## config.mk

```make
export PLATFORM = sky130hd
export DESIGN_NAME = ebml_vint_decoder
export DESIGN_NICKNAME = d
export VERILOG_FILES = /design/src/rtl/ebmlv_pkg.sv /design/src/rtl/ebmlv_step.sv /design/src/rtl/ebml_vint_decoder.sv
export SDC_FILE = /design/constraint.sdc
export NUM_CORES = 1
export LEC_CHECK = 0
export BUFFER_PORTS_ARGS = -buffer_cell sky130_fd_sc_hd__buf_2
export CELL_PAD_IN_SITES_DETAIL_PLACEMENT = 1
export CELL_PAD_IN_SITES_GLOBAL_PLACEMENT = 2
export CORE_MARGIN = 3
export CORE_UTILIZATION = 37
export CTS_BUF_LIST = sky130_fd_sc_hd__clkbuf_16
export CTS_CLUSTER_DIAMETER = 50
export DETAILED_ROUTE_END_ITERATION = 7
export GPL_TIMING_DRIVEN = 0
export HOLD_SLACK_MARGIN = 0.06
export PLACE_DENSITY_LB_ADDON = 0.1
export SLEW_MARGIN = 40
export SYNTH_ARGS = -nofsm -noshare
export SYNTH_HDL_FRONTEND = slang
export SYNTH_SLANG_ARGS = --single-unit
```

## constraint.sdc

```tcl
create_clock -name clk -period 7.11 [get_ports clk]
set_input_delay 2.133 -clock clk [delete_from_list [all_inputs] [get_ports clk]]
set_output_delay 2.133 -clock clk [all_outputs]
set_load 0.01 [all_outputs]
```

## src/rtl/ebmlv_pkg.sv

```systemverilog
// shared types and constants of the ebml vint decoder
`timescale 1ns / 1ps

package ebmlv_pkg;

	// mode codes carried on the first byte of a value
	localparam logic [2:0] MODE_ID    = 3'd0;
	localparam logic [2:0] MODE_UVINT = 3'd1;
	localparam logic [2:0] MODE_SVINT = 3'd2;
	localparam logic [2:0] MODE_FIXU  = 3'd3;
	localparam logic [2:0] MODE_FIXS  = 3'd4;

	// result status codes
	localparam logic [1:0] ST_OK        = 2'd0;
	localparam logic [1:0] ST_NO_MARKER = 2'd1;
	localparam logic [1:0] ST_TOO_LONG  = 2'd2;

	// longest value in bytes
	localparam logic [3:0] MAX_LEN = 4'd8;

	// signed vint bias for the 1-, 2- and 3-byte forms
	localparam logic [63:0] SV_BIAS1 = 64'd63;
	localparam logic [63:0] SV_BIAS2 = 64'd8191;
	localparam logic [63:0] SV_BIAS3 = 64'd1048575;

	typedef struct packed {
		logic [63:0] acc;
		logic [2:0]  bytes_left;
		logic [2:0]  mode;
		logic [3:0]  total_len;
		logic        in_value;
	} dec_state_t;

	typedef struct packed {
		logic        valid;
		logic [63:0] value;
		logic [3:0]  length;
		logic [1:0]  status;
	} dec_result_t;

endpackage

```

## src/rtl/ebmlv_step.sv

```systemverilog
// next-state and result logic for one stream byte
`timescale 1ns / 1ps

module ebmlv_step (
	input  ebmlv_pkg::dec_state_t  cur,
	input  logic [2:0]             action,
	input  logic [7:0]             data_byte,
	input  logic [3:0]             fixed_length,
	output ebmlv_pkg::dec_state_t  nxt,
	output ebmlv_pkg::dec_result_t res
);

	logic [3:0] vlen;
	logic [7:0] keep;
	logic [3:0] flen;

	// vint length from the highest set bit, plus the mask below the marker
	always_comb begin
		vlen = 4'd0;
		keep = 8'd0;
		for (int i = 0; i < 8; i++) begin
			if (data_byte[i]) begin
				vlen = 4'(8 - i);
				keep = 8'((9'd1 << i) - 9'd1);
			end
		end
	end

	// clamp fixed length into 1..8
	always_comb begin
		if (fixed_length == 4'd0) begin
			flen = 4'd1;
		end else if (fixed_length > ebmlv_pkg::MAX_LEN) begin
			flen = ebmlv_pkg::MAX_LEN;
		end else begin
			flen = fixed_length;
		end
	end

	always_comb begin
		logic start;
		logic fin;
		nxt   = cur;
		res   = '0;
		start = 1'b0;
		fin   = 1'b0;

		if (cur.in_value) begin
			nxt.acc        = {cur.acc[55:0], data_byte};
			nxt.bytes_left = cur.bytes_left - 3'd1;
			fin            = (nxt.bytes_left == 3'd0);
		end else if (action == ebmlv_pkg::MODE_ID || action == ebmlv_pkg::MODE_UVINT ||
		             action == ebmlv_pkg::MODE_SVINT) begin
			if (data_byte == 8'd0) begin
				res.valid  = 1'b1;
				res.value  = 64'd0;
				res.length = 4'd1;
				res.status = ebmlv_pkg::ST_NO_MARKER;
			end else begin
				nxt.mode      = action;
				nxt.total_len = vlen;
				nxt.acc       = (action == ebmlv_pkg::MODE_ID) ? {56'd0, data_byte}
				                                               : {56'd0, data_byte & keep};
				start         = 1'b1;
			end
		end else if (action == ebmlv_pkg::MODE_FIXU || action == ebmlv_pkg::MODE_FIXS) begin
			nxt.mode      = action;
			nxt.total_len = flen;
			nxt.acc       = {{56{(action == ebmlv_pkg::MODE_FIXS) & data_byte[7]}}, data_byte};
			start         = 1'b1;
		end

		if (start) begin
			if (nxt.total_len == 4'd1) begin
				fin = 1'b1;
			end else begin
				nxt.bytes_left = 3'(nxt.total_len - 4'd1);
				nxt.in_value   = 1'b1;
			end
		end

		if (fin) begin
			nxt.in_value   = 1'b0;
			nxt.bytes_left = 3'd0;
			res.valid      = 1'b1;
			res.length     = nxt.total_len;
			res.status     = ebmlv_pkg::ST_OK;
			res.value      = nxt.acc;
			if (nxt.mode == ebmlv_pkg::MODE_SVINT) begin
				unique case (nxt.total_len)
					4'd1: res.value = nxt.acc - ebmlv_pkg::SV_BIAS1;
					4'd2: res.value = nxt.acc - ebmlv_pkg::SV_BIAS2;
					4'd3: res.value = nxt.acc - ebmlv_pkg::SV_BIAS3;
					default: begin
						res.value  = 64'd0;
						res.status = ebmlv_pkg::ST_TOO_LONG;
					end
				endcase
			end
		end
	end

endmodule

```

## src/rtl/ebml_vint_decoder.sv

```systemverilog
// top level of the ebml vint decoder: byte stream in, decoded values out
// a result leaves in the cycle after the request that carries the last byte of a value
// throughput: one byte per cycle unless a result stalls; the output register frees in the
// cycle its result is taken; step logic between state and output registers sets that rate
// reset (arst_n low, asynchronous): decoder idle, accumulator and counters zero, no result held
`timescale 1ns / 1ps

module ebml_vint_decoder (
	input  logic        clk,
	input  logic        arst_n,
	// byte stream
	input  logic        s_axis_tvalid,
	output logic        s_axis_tready,
	input  logic [15:0] s_axis_tdata,  // data_byte [7:0], fixed_length [11:8], zero [15:12]
	input  logic [2:0]  s_axis_tuser,  // action [2:0]
	// decoded values
	output logic        m_axis_tvalid,
	input  logic        m_axis_tready,
	output logic [71:0] m_axis_tdata,  // value [63:0], value_length [67:64], zero [71:68]
	output logic [1:0]  m_axis_tuser   // status [1:0]
);

	ebmlv_pkg::dec_state_t  state_q;
	ebmlv_pkg::dec_state_t  state_n;
	ebmlv_pkg::dec_result_t res;

	logic        out_valid_q;
	logic [63:0] value_q;
	logic [3:0]  length_q;
	logic [1:0]  status_q;
	logic        in_acc;

	// a new byte enters whenever the output register is empty or being drained
	assign s_axis_tready = !out_valid_q || m_axis_tready;
	assign in_acc        = s_axis_tvalid && s_axis_tready;

	// one byte folded into the decoder state in a single pass
	ebmlv_step u_step (
		.cur          (state_q),
		.action       (s_axis_tuser),
		.data_byte    (s_axis_tdata[7:0]),
		.fixed_length (s_axis_tdata[11:8]),
		.nxt          (state_n),
		.res          (res)
	);

	// decoder state and output valid
	always_ff @(posedge clk or negedge arst_n) begin
		if (!arst_n) begin
			state_q     <= '0;
			out_valid_q <= 1'b0;
		end else begin
			if (in_acc) begin
				state_q     <= state_n;
				out_valid_q <= res.valid;
			end else if (m_axis_tready) begin
				out_valid_q <= 1'b0;
			end
		end
	end

	// result payload, loaded only when a byte completes a value
	always_ff @(posedge clk) begin
		if (in_acc && res.valid) begin
			value_q  <= res.value;
			length_q <= res.length;
			status_q <= res.status;
		end
	end

	assign m_axis_tvalid = out_valid_q;
	assign m_axis_tdata  = {4'd0, length_q, value_q};
	assign m_axis_tuser  = status_q;

endmodule

```

==> metrics.yaml <==
drc: 0
synth_compound_area_frac: 0.233
seq_area_frac_synth: 0.426
vias: 8953
drt_iter0_markers: 609
vdd_drop_max_mv: 0.200
final_layout_size_suffix_gt1_frac: 0.183
path_class: "in -> reg"
die_y_um: 165
cp.arrival_ps: 7200
fin_worst_hold_slack_ps: 483
path_clk_slew_ps: 60
syn_area_um2: 9400
avgSynthCellArea_um2: 8.86
final_nets: 1231
cp_max_fo: 19
rows: 57
grt_pass1_vias: 8874
cts-buffers-inserted: 17
setup_viol: 0
clk_latency_ps: 430
status: "finished, final reports clean"
grt_usage: 0.269
dieArea_um2: 27300
antenna_cells: 0
hold_viol: 0
yosys.area_share.adder: 0.0286
coreArea_um2: 24600
clock_path_buffers: 2
fmax_mhz: 145
initial_core_util: 0.382
final.fill_count: 2892
maxSlewViolCount: 0
cp_slowest_cell: "a2111oi_4"
netlist_top_cells_area: "edfxtp_1 22%, dfrtp_1 20%, nand2_1 7.3%, o21ai_0 5.0%, a21oi_1 3.3%"
detail-route-antenna-nets: 0
synth_top_family_by_area: "compound AO/OA/AOI/OAI gates"
synth-edff-count: 70
grt_max_degree: 44
gp_congestion: 0.889
antenna_found_initial: 0
yosysUniqueCellTypes: 94
synth-seq-cells: 146
max_cap_violations: 0
yosysTopAreaCell: "edfxtp_1"
p_leak_nw: 4.37
place_ws_ps: -2110
relSlewSlack: 0.452
routed_wl_mm: 36.2
hold_class: "reg -> reg"
synthSimpleGateAreaFrac: 0.211
synthFlopType: "dfrtp_1"
worstPathCellList: "buf_6 > a2111oi_4 > a31o_4 > buf_6 > nor2_4 > o211ai_1 > buf_4 > inv_1 > ha_1 > clkbuf_8 > o21ai_4 > ha_1 > a21o_1 > a21oi_1 > o21ai_0 > nor2b_1 > a21oi_1 > o21a_2 > o211ai_4 > buf_12 > or2_1 > clkbuf_2 > or4_1 > nand2_1"
vias_per_cell: 5.87
synth.most_common_cell: "nand2_1"
wl_per_cell_um: 23.7
cp_slowest_stage_delay_ps: 510
die_w_um: 165
grt_pass1_wl_mm: 55.1
tightest_slew_ps: 820
power.density_nw_per_um2: 496
total_power_mw: 5.55
post_synth_xor_area_fraction: 0.0438
clock_sinks: 146
cts_max_level: 4
finalClockSkew_ps: 12.1
cts_hold_buf: 0
layout_setup_ws_ps: 211
io_buffers: 88
drt-pass1-iter-count: 5
io_pins: 99
required_ps: 7410
cts_tree: "built"
synthArstFlopShare: 0.521
clk_root_buffer_cell: "clkbuf_16"
finalCritPeriodShare: 0.970
fin_cells: 1526
worstSetupEndpointType: "flop"
grt_overflow: 0
start_kind: "input port"
yosys-top-cells-count: "183 x nand2_1, 94 x o21ai_0, 80 x nor2_1"
area_growth_syn_to_layout_pct: 19.1
synthMuxAreaShare: 0.00453
finalCriticalPeriod_ps: 6900
synth_top_area_share: 0.224
dpl.hpwl_mm: 26.7
synth_cells: 1061
yosysWarnings: 0
place_inst: 1484
path summary, 6_finish.rpt:
kind / startpoint / to / slack (ps) / cells after the start
hold / removal: state_q[70] / state_q[70] / 480 / 2
setup reg to reg: state_q[0] / value_q[61] / 1110 / 24
hold reg to reg: state_q[70] / state_q[70] / 480 / 2
max in group asynchronous: arst_n / state_q[23] / 4890 / 2
min in group asynchronous: arst_n / state_q[62] / 1640 / 1
setup / recovery: s_axis_tuser[1] / value_q[61] / 210 / 24
cells by family after synthesis:
logic type,count (synthesis)
multiplexers,4
AO/OA/AOI/OAI,321
other,1
XOR/XNOR,47
flip-flops,146
AND/OR/NAND/NOR,414
adder cells (fa/ha/maj),22
buffers and inverters,106
layout make-up:
class,count,area [um^2],area share
plain buffers,67,354,0.0316
clock buffers,18,450,0.0402
clock inverters,14,164,0.0146
inverters,37,139,0.0124
multi-input cells,812,5040,0.451
flip-flops and latches,146,4000,0.358
well taps,324,405,0.0362
repair buffers,108,633,0.0566
power by group:
part,switching (mW),internal (mW)
Sequential,0.180,1.20
Clock,0.400,0.572
Combinational,2.09,1.11
Total,2.67,2.88
cells in the final DEF (no fill, tap or decap), types with 11 or more instances in the layout:
cell type / n
a21oi_1: 60
and2_1: 12
buf_1: 11
buf_2: 97
buf_4: 16
clkbuf_1: 33
clkbuf_16: 18
dfrtp_1: 76
edfxtp_1: 70
ha_1: 19
inv_1: 38
nand2_1: 183
nand2b_1: 12
nand3_1: 22
nor2_1: 78
nor3_1: 25
o21ai_0: 91
o31ai_1: 15
or3_1: 18
xnor2_1: 28
xor2_1: 19
through the flow:
step | utilization | setup TNS (ps) | cell area (um^2)
floorplan | - | 0 | 9420
global placement | 0.417 | -264410 | 10300
detailed placement | 0.422 | -92850 | 10400
CTS | 0.451 | 0 | 11100
global route | 0.455 | -7.31 | 11200
finish | 0.455 | 0 | 11200
worst max-delay path, delay by kind of cell:
family / cells / cell delay, ps
AO/OA/AOI/OAI: 10 / 2390
buffers and inverters: 7 / 1090
AND/OR/NAND/NOR: 5 / 1050
adder cells (fa/ha/maj): 2 / 510
what timing repair did:
item                                   4_1_cts  5_1_grt
setup endpoints to repair                   53       38
pin swaps                                    3        2
resized for setup                            9       12
setup buffers                                6        2
endpoints found under the hold margin        0        0
registers in the layout, summed over array words and instances (netlist names):
name / count
value_q: 64
state_q: 75
length_q: 4
m_axis_tvalid: 1
m_axis_tuser: 2
per-layer routing:
layer,GRT usage,share of wire,up-vias
met2,0.446,0.48,273
met3,0.0337,0.048,54
li1,-,-,4120
met1,0.368,0.45,4506
met4,0.0798,0.027,0
met5,0,0,-
Power figures use the tool's default switching activity.
